--- src/hdl/lsc_pkg.sv ---
`timescale 1ns / 1ps

package lsc_pkg;

    // Tag value that marks an unused slot; it is never installed.
    localparam logic [31:0] INVALID_TAG = 32'hffff_ffff;

    // Sequencer states of the tag store.
    localparam logic [1:0] S_IDLE = 2'd0;
    localparam logic [1:0] S_SCAN = 2'd1;
    localparam logic [1:0] S_FIN  = 2'd2;

    // Commands from the sequencer to the recency unit.
    typedef struct packed {
        logic rotate;   // step every age one place toward the head
        logic promote;  // make one slot most recent and age the younger ones
        logic clear;    // return the order to its reset state
    } t_age_ctl;

endpackage

--- src/hdl/lsc_age.sv ---
`timescale 1ns / 1ps

module lsc_age import lsc_pkg::*; #(
    parameter int NUM_SLOTS = 8
) (
    input  logic                         i_clk,
    input  logic                         i_rst_n,
    input  t_age_ctl                     i_ctl,
    input  logic [$clog2(NUM_SLOTS)-1:0] i_slot,
    input  logic [$clog2(NUM_SLOTS)-1:0] i_age,
    output logic [$clog2(NUM_SLOTS)-1:0] o_head
);

    localparam int IW = $clog2(NUM_SLOTS);

    // Age of each slot: its position in the recency order, 0 is most recent.
    // While a scan runs the ages turn as a ring, so the head always holds the
    // age of the slot being compared; a full scan brings them back in place.
    logic [IW-1:0] r_age [NUM_SLOTS];

    always_ff @(posedge i_clk) begin
        for (int i = 0; i < NUM_SLOTS; i++) begin
            if (!i_rst_n || i_ctl.clear) begin
                r_age[i] <= IW'(i);
            end else if (i_ctl.rotate) begin
                r_age[i] <= (i == NUM_SLOTS - 1) ? r_age[0] : r_age[(i + 1) % NUM_SLOTS];
            end else if (i_ctl.promote) begin
                if (i_slot == IW'(i)) begin
                    r_age[i] <= '0;
                end else if (r_age[i] < i_age) begin
                    r_age[i] <= r_age[i] + 1'b1;
                end
            end
        end
    end

    assign o_head = r_age[0];

endmodule

--- src/hdl/lru_sector_cache_tags.sv ---
`timescale 1ns / 1ps
// Access request: after start the sequencer reads and compares every slot, one tag compare
// per cycle from the tag memory, then reports; busy stays high until the result strobe.
// Flush request: NUM_SLOTS results on consecutive cycles, each read from the tag memory and then registered.
// An access request with the reserved all-ones block number answers in the next cycle.
// Synchronous active-low reset empties every slot; no clearing pass is needed.
// Results are shown for one cycle only; the receiver cannot stall them.

module lru_sector_cache_tags import lsc_pkg::*; #(
    parameter int NUM_SLOTS = 8
) (
    input  logic        i_clk,
    input  logic        i_rst_n,
    input  logic        start,
    output logic        busy,
    input  logic        i_mode,
    input  logic [31:0] i_block_number,
    input  logic        i_write_access,
    output logic        o_strobe,
    output logic        o_hit,
    output logic [2:0]  o_slot,
    output logic        o_victim_valid,
    output logic [31:0] o_victim_block,
    output logic        o_victim_dirty,
    output logic        o_last
);

    localparam int IW = $clog2(NUM_SLOTS);
    localparam logic [IW-1:0] LAST_SLOT = IW'(NUM_SLOTS - 1);

    // Sequencer and request registers.
    logic [1:0]           r_state;
    logic                 r_mode;
    logic [31:0]          r_blk;
    logic                 r_wr;
    logic [IW-1:0]        r_idx;
    logic                 r_iss_done;

    // Tag memory with registered read, plus per-slot valid and dirty bits.
    logic [31:0]          r_tag_mem [NUM_SLOTS];
    logic [31:0]          r_rd_data;
    logic                 r_rd_vld;
    logic [IW-1:0]        r_rd_idx;
    logic [NUM_SLOTS-1:0] r_valid;
    logic [NUM_SLOTS-1:0] r_dirty;

    // Scan results.
    logic                 r_hit;
    logic [IW-1:0]        r_hit_slot;
    logic [IW-1:0]        r_hit_age;
    logic [IW-1:0]        r_vic_slot;
    logic                 r_vic_valid;
    logic [31:0]          r_vic_tag;
    logic                 r_vic_dirty;

    // Output registers.
    logic                 r_strobe;
    logic                 r_out_hit;
    logic [2:0]           r_out_slot;
    logic                 r_out_vvalid;
    logic [31:0]          r_out_vblock;
    logic                 r_out_vdirty;
    logic                 r_out_last;

    logic                 accept;
    logic                 reserved;
    logic                 rd_en;
    logic                 cmp_ok;
    logic                 cmp_match;
    logic                 cmp_last;
    logic                 mem_wr;
    logic [IW-1:0]        age_head;
    logic [IW-1:0]        pro_slot;
    logic [IW-1:0]        pro_age;
    t_age_ctl             age_ctl;

    assign busy     = (r_state != S_IDLE);
    assign accept   = start && !busy;
    assign reserved = !i_mode && (i_block_number == INVALID_TAG);
    assign rd_en    = (r_state == S_SCAN) && !r_iss_done;
    assign cmp_ok    = r_valid[r_rd_idx];
    assign cmp_match = cmp_ok && (r_rd_data == r_blk);
    assign cmp_last  = r_rd_vld && (r_rd_idx == LAST_SLOT);
    assign mem_wr    = (r_state == S_FIN) && !r_hit;

    // The promoted slot is the hit slot, or on a miss the victim, which is oldest.
    assign pro_slot = r_hit ? r_hit_slot : r_vic_slot;
    assign pro_age  = r_hit ? r_hit_age : LAST_SLOT;

    assign age_ctl.rotate  = r_rd_vld;
    assign age_ctl.promote = (r_state == S_FIN);
    assign age_ctl.clear   = cmp_last && r_mode;

    lsc_age #(
        .NUM_SLOTS (NUM_SLOTS)
    ) u_age (
        .i_clk   (i_clk),
        .i_rst_n (i_rst_n),
        .i_ctl   (age_ctl),
        .i_slot  (pro_slot),
        .i_age   (pro_age),
        .o_head  (age_head)
    );

    // Tag memory: one read per slot during a scan, one write when a miss installs a block.
    always_ff @(posedge i_clk) begin
        if (rd_en) begin
            r_rd_data <= r_tag_mem[r_idx];
        end
        if (mem_wr) begin
            r_tag_mem[r_vic_slot] <= r_blk;
        end
    end

    // Sequencer, compare stage, slot status and result register.
    always_ff @(posedge i_clk) begin
        if (!i_rst_n) begin
            r_state    <= S_IDLE;
            r_iss_done <= 1'b0;
            r_rd_vld   <= 1'b0;
            r_valid    <= '0;
            r_dirty    <= '0;
            r_hit      <= 1'b0;
            r_strobe   <= 1'b0;
        end else begin
            r_strobe <= 1'b0;
            r_rd_vld <= rd_en;
            r_rd_idx <= r_idx;

            case (r_state)
                S_IDLE: begin
                    if (accept) begin
                        r_mode     <= i_mode;
                        r_blk      <= i_block_number;
                        r_wr       <= i_write_access;
                        r_idx      <= '0;
                        r_iss_done <= 1'b0;
                        r_hit      <= 1'b0;
                        if (reserved) begin
                            // Reserved block number: answer at once, state untouched.
                            r_strobe     <= 1'b1;
                            r_out_hit    <= 1'b0;
                            r_out_slot   <= 3'd0;
                            r_out_vvalid <= 1'b0;
                            r_out_vblock <= '0;
                            r_out_vdirty <= 1'b0;
                            r_out_last   <= 1'b1;
                        end else begin
                            r_state <= S_SCAN;
                        end
                    end
                end
                S_SCAN: begin
                    // Issue one tag read per cycle until every slot is read.
                    if (rd_en) begin
                        if (r_idx == LAST_SLOT) begin
                            r_iss_done <= 1'b1;
                        end else begin
                            r_idx <= r_idx + 1'b1;
                        end
                    end

                    if (r_rd_vld) begin
                        if (r_mode) begin
                            // Flush: report the slot just read.
                            r_strobe     <= 1'b1;
                            r_out_hit    <= 1'b0;
                            r_out_slot   <= 3'(r_rd_idx);
                            r_out_vvalid <= cmp_ok;
                            r_out_vblock <= cmp_ok ? r_rd_data : '0;
                            r_out_vdirty <= cmp_ok && r_dirty[r_rd_idx];
                            r_out_last   <= (r_rd_idx == LAST_SLOT);
                        end else begin
                            if (cmp_match && !r_hit) begin
                                r_hit      <= 1'b1;
                                r_hit_slot <= r_rd_idx;
                                r_hit_age  <= age_head;
                            end
                            if (age_head == LAST_SLOT) begin
                                r_vic_slot  <= r_rd_idx;
                                r_vic_valid <= cmp_ok;
                                r_vic_tag   <= r_rd_data;
                                r_vic_dirty <= r_dirty[r_rd_idx];
                            end
                        end
                    end

                    if (cmp_last) begin
                        if (r_mode) begin
                            r_valid <= '0;
                            r_dirty <= '0;
                            r_state <= S_IDLE;
                        end else begin
                            r_state <= S_FIN;
                        end
                    end
                end
                S_FIN: begin
                    // Report the access and update the hit or victim slot.
                    r_strobe   <= 1'b1;
                    r_out_hit  <= r_hit;
                    r_out_last <= 1'b1;
                    if (r_hit) begin
                        r_out_slot   <= 3'(r_hit_slot);
                        r_out_vvalid <= 1'b0;
                        r_out_vblock <= '0;
                        r_out_vdirty <= 1'b0;
                        if (r_wr) begin
                            r_dirty[r_hit_slot] <= 1'b1;
                        end
                    end else begin
                        r_out_slot           <= 3'(r_vic_slot);
                        r_out_vvalid         <= r_vic_valid;
                        r_out_vblock         <= r_vic_valid ? r_vic_tag : '0;
                        r_out_vdirty         <= r_vic_valid && r_vic_dirty;
                        r_valid[r_vic_slot]  <= 1'b1;
                        r_dirty[r_vic_slot]  <= r_wr;
                    end
                    r_state <= S_IDLE;
                end
                default: begin
                    r_state <= S_IDLE;
                end
            endcase
        end
    end

    assign o_strobe       = r_strobe;
    assign o_hit          = r_out_hit;
    assign o_slot         = r_out_slot;
    assign o_victim_valid = r_out_vvalid;
    assign o_victim_block = r_out_vblock;
    assign o_victim_dirty = r_out_vdirty;
    assign o_last         = r_out_last;

    // A hit never reports a victim.
    a_hit_no_victim: assert property (@(posedge i_clk) disable iff (!i_rst_n)
        o_strobe && o_hit |-> !o_victim_valid && (o_victim_block == '0) && !o_victim_dirty)
        else $error("hit result carries victim data");

    // The sequencer goes idle only together with the final result of a request.
    a_idle_with_result: assert property (@(posedge i_clk) disable iff (!i_rst_n)
        $past(i_rst_n) && $fell(busy) |-> o_strobe && o_last)
        else $error("request finished without its last result");

    // Flush results come on consecutive cycles until the last one.
    a_flush_run: assert property (@(posedge i_clk) disable iff (!i_rst_n)
        o_strobe && !o_last |=> o_strobe)
        else $error("gap inside a flush result run");

    // A request that needs a scan makes the block busy.
    a_scan_busy: assert property (@(posedge i_clk) disable iff (!i_rst_n)
        accept && !reserved |=> busy && (r_state == S_SCAN))
        else $error("accepted request did not start a scan");

endmodule

--- config.mk ---
export PLATFORM = sky130hd
export DESIGN_NAME = lru_sector_cache_tags
export DESIGN_NICKNAME = d
export VERILOG_FILES = /design/src/hdl/lsc_pkg.sv /design/src/hdl/lsc_age.sv /design/src/hdl/lru_sector_cache_tags.sv
export SDC_FILE = /design/constraint.sdc
export NUM_CORES = 1
export LEC_CHECK = 0
export BUFFER_PORTS_ARGS = -buffer_cell sky130_fd_sc_hd__buf_2
export CAP_MARGIN = 5
export CORE_MARGIN = 2
export CORE_UTILIZATION = 60
export DETAILED_ROUTE_END_ITERATION = 6
export PLACE_DENSITY = 0.77
export SYNTH_ARGS = -nofsm -noshare
export SYNTH_HDL_FRONTEND = slang
export SYNTH_SLANG_ARGS = --single-unit
--- constraint.sdc ---
create_clock -name i_clk -period 6.4 [get_ports i_clk]
set_input_delay 0.64 -clock i_clk [delete_from_list [all_inputs] [get_ports i_clk]]
set_output_delay 0.64 -clock i_clk [all_outputs]
set_load 0.05 [all_outputs]
Word-level counts from Yosys, hierarchy flattened
Memory sizes are Yosys's and may differ from the RTL's. A register that Yosys moved wholly into a read port is not among the register bits. Index checks and enable logic that the tools add are counted.

Output and inout bits: 41. Word-level logic and storage cells: 326. Bits in registers: 144. Memories kept: 2. Bits in writable memories: 280. Bits of input ports: 37.

Order comparisons: 13. Bitwise operators: 27. Add/sub/neg operators: 9. Multiplexer cells: 190. Eq/ne operators: 27. Reduce and logical (&&, ||, !) cells: 34.

Memories: r_tag_mem (words 8, width 32, read ports 1, clocked after Yosys merged registers in 1, write ports 1, RTL line lru_sector_cache_tags.sv:40) `logic [31:0] r_tag_mem [NUM_SLOTS];`; u_age.r_age (words 8, width 3, read ports 8, clocked after Yosys merged registers in 0, write ports 8, RTL line lsc_age.sv:19) `logic [IW-1:0] r_age [NUM_SLOTS];`.

Operator list (count): 32-bit two-way mux (7); 1-bit two-way mux (123); 3-bit two-way mux (33); 32-bit one-hot mux with 3 select lines (1); 8-bit two-way mux (5); 32-bit equality test (1); 32-bit equality test, second input constant (1); 8-bit one-hot mux with 2 select lines (2); 3-bit by 1-bit adder with 3-bit output, second input constant (9); 3-bit < comparator (8); 1-bit OR (24); 3-bit equality test, second input constant (7); 2-bit inequality test, second input constant (10); 5-bit AND reduction (4); 8-bit OR (2); 1-bit one-hot mux with 3 select lines (5); 1-bit logical AND (12); 3-bit by 4-bit < comparator with 1-bit output, second input constant (3); 4-bit AND reduction (3); 3-bit one-hot mux with 3 select lines (1); 8-bit bitwise mux (1); 2-bit two-way mux (4); 1-bit binary-select mux with 3-bit select (2); 1-bit demux with 3-bit select (2); other kinds (19) (30).

Longest topological paths before layout
Depth in word-level cells: 9. Depth in mapped cells: 10. Gate-level depth less buffers: 7.

By module
A second synthesis with hierarchy kept.

Cells, all modules: 1021. Area, all modules: 18675.4 um^2.

Modules (own cells, without submodules): lru_sector_cache_tags (area each 16879.9 um^2, sequential area each 12752.2 um^2, cells an instance 852, instances 1); lsc_age (area each 1795.5 um^2, sequential area each 720.7 um^2, cells an instance 169, instances 1).

Worst setup path before layout
Ideal clock, no wire load.

Path type: input -> register. From: input port i_mode. To: register r_out_hit (netlist: o_hit), enable pin. Path buffers: 0. Slack: 1.479 ns. Stages on the path: 5. Data arrival time: 4.421 ns. Required time: 5.900 ns. Path through: nand4b_1 nor4_1 nand3_1 or2_1 a221oi_1.

Cells in the longest elaborated chain, start to end: 4.

RTL lines: start, declared (RTL line lru_sector_cache_tags.sv:16) `input logic i_mode,`; 1-bit logical NOT (RTL line lru_sector_cache_tags.sv:79) `assign reserved = !i_mode && (i_block_number == INVALID_TAG);`; 1-bit logical AND (RTL line lru_sector_cache_tags.sv:79); 2-bit inequality test (no source line); 6-bit AND reduction (no source line); end signal, assigned (RTL line lru_sector_cache_tags.sv:201) `r_out_hit <= r_hit;`; end, declared (RTL line lru_sector_cache_tags.sv:58) `logic r_out_hit;`.

No other way between the ends. A chain may end at the register's enable or synchronous reset.

Worst setup path after layout
From: register r_state[0]. To: register r_out_vblock[24] (netlist: o_victim_block[24]), enable pin.

Cells in the longest elaborated chain, start to end: 5. Elaborated cells on any way between the ends: 12.

RTL lines: start, declared (RTL line lru_sector_cache_tags.sv:32) `logic [1:0] r_state;`; start signal, assigned (RTL line lru_sector_cache_tags.sv:118) `r_state <= S_IDLE;`; start signal, assigned (RTL line lru_sector_cache_tags.sv:149) `r_state <= S_SCAN;`; start signal, assigned (RTL line lru_sector_cache_tags.sv:192) `r_state <= S_IDLE;`; 2-bit nonzero test (RTL line lru_sector_cache_tags.sv:77) `assign busy = (r_state != S_IDLE);`; 1-bit logical NOT (RTL line lru_sector_cache_tags.sv:78) `assign accept = start && !busy;`; 1-bit logical AND (RTL line lru_sector_cache_tags.sv:78); 2-bit inequality test (no source line); 6-bit AND reduction (no source line) *; end signal, assigned (RTL line lru_sector_cache_tags.sv:170) `r_out_vblock <= cmp_ok ? r_rd_data : '0;`; end signal, assigned (RTL line lru_sector_cache_tags.sv:214) `r_out_vblock <= r_vic_valid ? r_vic_tag : '0;`; end, declared (RTL line lru_sector_cache_tags.sv:61) `logic [31:0] r_out_vblock;`.

Every way passes the cells marked *; elsewhere a longest branch is shown, timed or not.

==> flow_summary_export.csv <==
group,metric,value,unit
timing,setup_ws,2.95,ns
die,fp.coreArea,30600,sq um
synthesis,ys_types,55,
worst_setup_path,crit_family,"adder cells",
global_routing,grt_antenna_before_repair,0,
synthesis,synth_edf_count,434,
drt,routed_via_density,6.42,
worst_setup_path,criticalPathCategory,"reg2reg",
clocking,htreeDepth,2,
cells_and_area,final_cell_mix,"edfxtp_1 (434), buf_2 (77), mux4_2 (68)",
cells_and_area,final_common_cell,"edfxtp_1",
clocking,post_cts_buffers,0,
drt,ant_nets,0,
clocking,cts_tree,"done",
worst_setup_path,crit_fanout,38,
placed_design,place_ws,2.83,ns
clocking,clk_pin_slew,0.06,ns
clocking,ctsResizeCount,0,
synthesis,ys_warn_count,0,
drt,routed_wl,39300,um
cells_and_area,finalNetCount,1197,
synthesis,synth-seq-cells,456,
synthesis,syn_nets,1110,
synthesis,syn_avg_cell_area,17.8,sq um
worst_hold_path,whs_path_depth,1,
global_routing,grt_pass1_wl,59900,um
worst_setup_path,reg2regPathDepth,5,
worst_setup_path,crit_slowest_cell,"ha_1",
clocking,clock_latency,0.55,ns
clocking,clkSinkCount,456,
synthesis,synth_async_sr_flop_share,0,%
worst_setup_path,critPathRequiredTime,6.59,ns
global_routing,grt_pass1_vias,9982,
clocking,max-clock-path-buffers,3,
worst_setup_path,crit_chain,"inv_1 > ha_1 > nand2_1 > a221oi_4 > buf_4",
worst_setup_path,worstSetupStartpointType,"flip-flop",
worst_setup_path,worst_setup_path_end_kind,"flip-flop",
clocking,cts_buffers,46,
die,start_util,61.1,%
worst_setup_path,critPathMaxStageDelay,1.00,ns
timing,relSlewSlack,18.8,%
die,die_h,180,um
drt,vias,10100,
global_routing,grt_use_met2,39.5,%
power,p_per_area,326,nW/um^2
die,fp-row-count,64,
power,ir_drop,0.241,mV
cells_and_area,fin_area,20900,sq um
cells_and_area,nFillCells,2009,
worst_setup_path,arrival,3.65,ns
placed_design,place.gp.congestion,0.856,
cells_and_area,antennaDiodeCount,0,
placed_design,post-dp-hpwl,22900,um
die,dieWidth,180,um
timing,min_period,3.45,ns
timing,fin_setup_tns,0,ns
cells_and_area,drive_gt1_share,25.9,%
synthesis,synth_area,18700,sq um
timing,finalHoldViolCount,0,
die,design.die.area,32600,sq um
timing,skew,0.0222,ns
drt,firstDrtPassIters,6,
timing,setup_violations,0,
cells_and_area,finalNonFillerCells,1568,
power,p_leak,6.76,nW
timing,worst_pin_slew,1.22,ns
synthesis,dominantRegCellSynth,"edfxtp_1",
placed_design,placed_area,19500,sq um
drt,drc_errors,0,
timing,max_freq,289,MHz
synthesis,syn_inst,1050,
global_routing,grt.overflow.total,0,
die,pin_count,78,
worst_setup_path,r2r_slack,2.95,ns
global_routing,grt_max_degree,67,
clocking,holdBufCountCts,0,
cells_and_area,final_util,68.4,%
placed_design,dp_cells,1485,
status,outcome,"completed",
global_routing,grt_use_met3,3.38,%
worst_setup_path,cp.depth,5,
cells_and_area,syn2layout_area_growth,12.0,%
drt,avgRoutedWirePerCell,25.1,um
global_routing,grt.met1_usage,34.4,%
clocking,cts_root_buf,"clkbuf_16",
global_routing,grt.total_usage,24.4,%
timing,final_max_slew_viol_count,0,
drt,drt-initial-drc-count,1058,
timing,min_period_over_period,54.0,%
worst_hold_path,min_path_type,"in2reg",
worst_setup_path,crit_buf_inv,2,
flow_run,maxCapViolCount,0,
global_routing,gr-max-usage-layer,"met2",
placed_design,portBuffers,77,
timing,rsz0062_at_grt,"no",
synthesis,ys_seq_area_share,72.1,%
[where the power goes]
part | leakage [nW] | internal, mW | switching, mW
logic | 1.96 | 0.313 | 0.423
clock network | 0.681 | 1.43 | 1.06
registers | 4.12 | 3.45 | 0.140
total | 6.76 | 5.19 | 1.62
[path summary, 6_finish.rpt]
kind,endpoint,startpoint
worst max-delay path,o_victim_block[24]$_SDFFCE_PN0P_,r_state[0]$_SDFFE_PN0P_
worst max register to register,o_victim_block[24]$_SDFFCE_PN0P_,r_state[0]$_SDFFE_PN0P_
worst min-delay path,r_blk[2]$_DFFE_PP_,i_block_number[2]
worst min register to register,r_valid[5]$_SDFFE_PN0P_,r_valid[5]$_SDFFE_PN0P_
[cells in the mapped netlist, drive strengths merged (3+ instances only)]
master	n	area, sq um
nor4	8	50.1
nand3b	4	30.0
o221a	13	146
buf	18	119
nand2	31	116
mux2	38	432
nor3	6	30.0
a22o	6	52.6
clkbuf	36	135
ha	23	288
o31ai	7	52.6
a22oi	34	400
a21oi	42	210
a221oi	5	43.8
a31oi	9	56.3
xnor2	8	70.1
and3	5	31.3
nor2	40	150
nand4	10	62.6
nor2b	47	294
mux2i	4	40.0
nand3	11	55.1
inv	18	67.6
dfxtp	22	440
nand2b	10	62.6
o21ai	24	120
a211oi	3	22.5
and2	10	65.1
xor2	31	272
edfxtp	434	13000
mux4	68	1530
o22ai	5	31.3
[sequential cells by signal (all words and copies together) (netlist names), 2 cells and up]
| register | cells |
|---|---|
| o_victim_block | 32 |
| r_dirty | 8 |
| r_state | 2 |
| r_hit_age | 3 |
| r_idx | 3 |
| r_rd_idx | 3 |
| r_vic_tag | 32 |
| r_hit_slot | 3 |
| r_valid | 8 |
| r_blk | 32 |
| o_slot | 3 |
| r_rd_data | 32 |
| r_vic_slot | 3 |
| r_tag_mem | 256 |
| u_age.r_age | 24 |
[layout make-up]
cell class	instances	area [sq um]	area share [%]
clock buffers	61	1230	5.87
multi-input cells	522	4980	23.8
repair buffers	93	505	2.42
well taps	396	495	2.37
flip-flops and latches	456	13500	64.4
inverters	18	67.6	0.323
clock inverters	22	168	0.802
[metrics by stage]
step | hold slack (ns) | power [mW]
global route | 0.278 | 7.04
detailed placement | 0.458 | 4.39
finish | 0.283 | 6.82
global placement | 0.447 | 4.37
CTS | 0.275 | 6.85
floorplan | 0.431 | 4.15
[worst reg2reg max path, stage by stage, from the launching register on]
cell and delay, ns:
dfxtp_1 0.39, inv_1 0.09, ha_1 1.00, nand2_1 0.22, a221oi_4 0.90, buf_4 0.49
[cells by family after synthesis]
family / synth area share, %
AOI/OAI and AO/OA: 6.76
xor gates and xnor gates: 1.83
adders and majority gates: 1.54
buffers and inverters: 1.72
DFF: 72.1
muxes: 10.7
and+or+nand+nor: 5.31
[per-layer routing]
| layer | part of all wire (%) | wire, um |
|---|---|---|
| met4 | 3.8 | 1480 |
| met5 | 0 | 0 |
| met1 | 41 | 16200 |
| met2 | 48 | 19000 |
| met3 | 6.9 | 2710 |
Power figures use the tool's default switching activity.
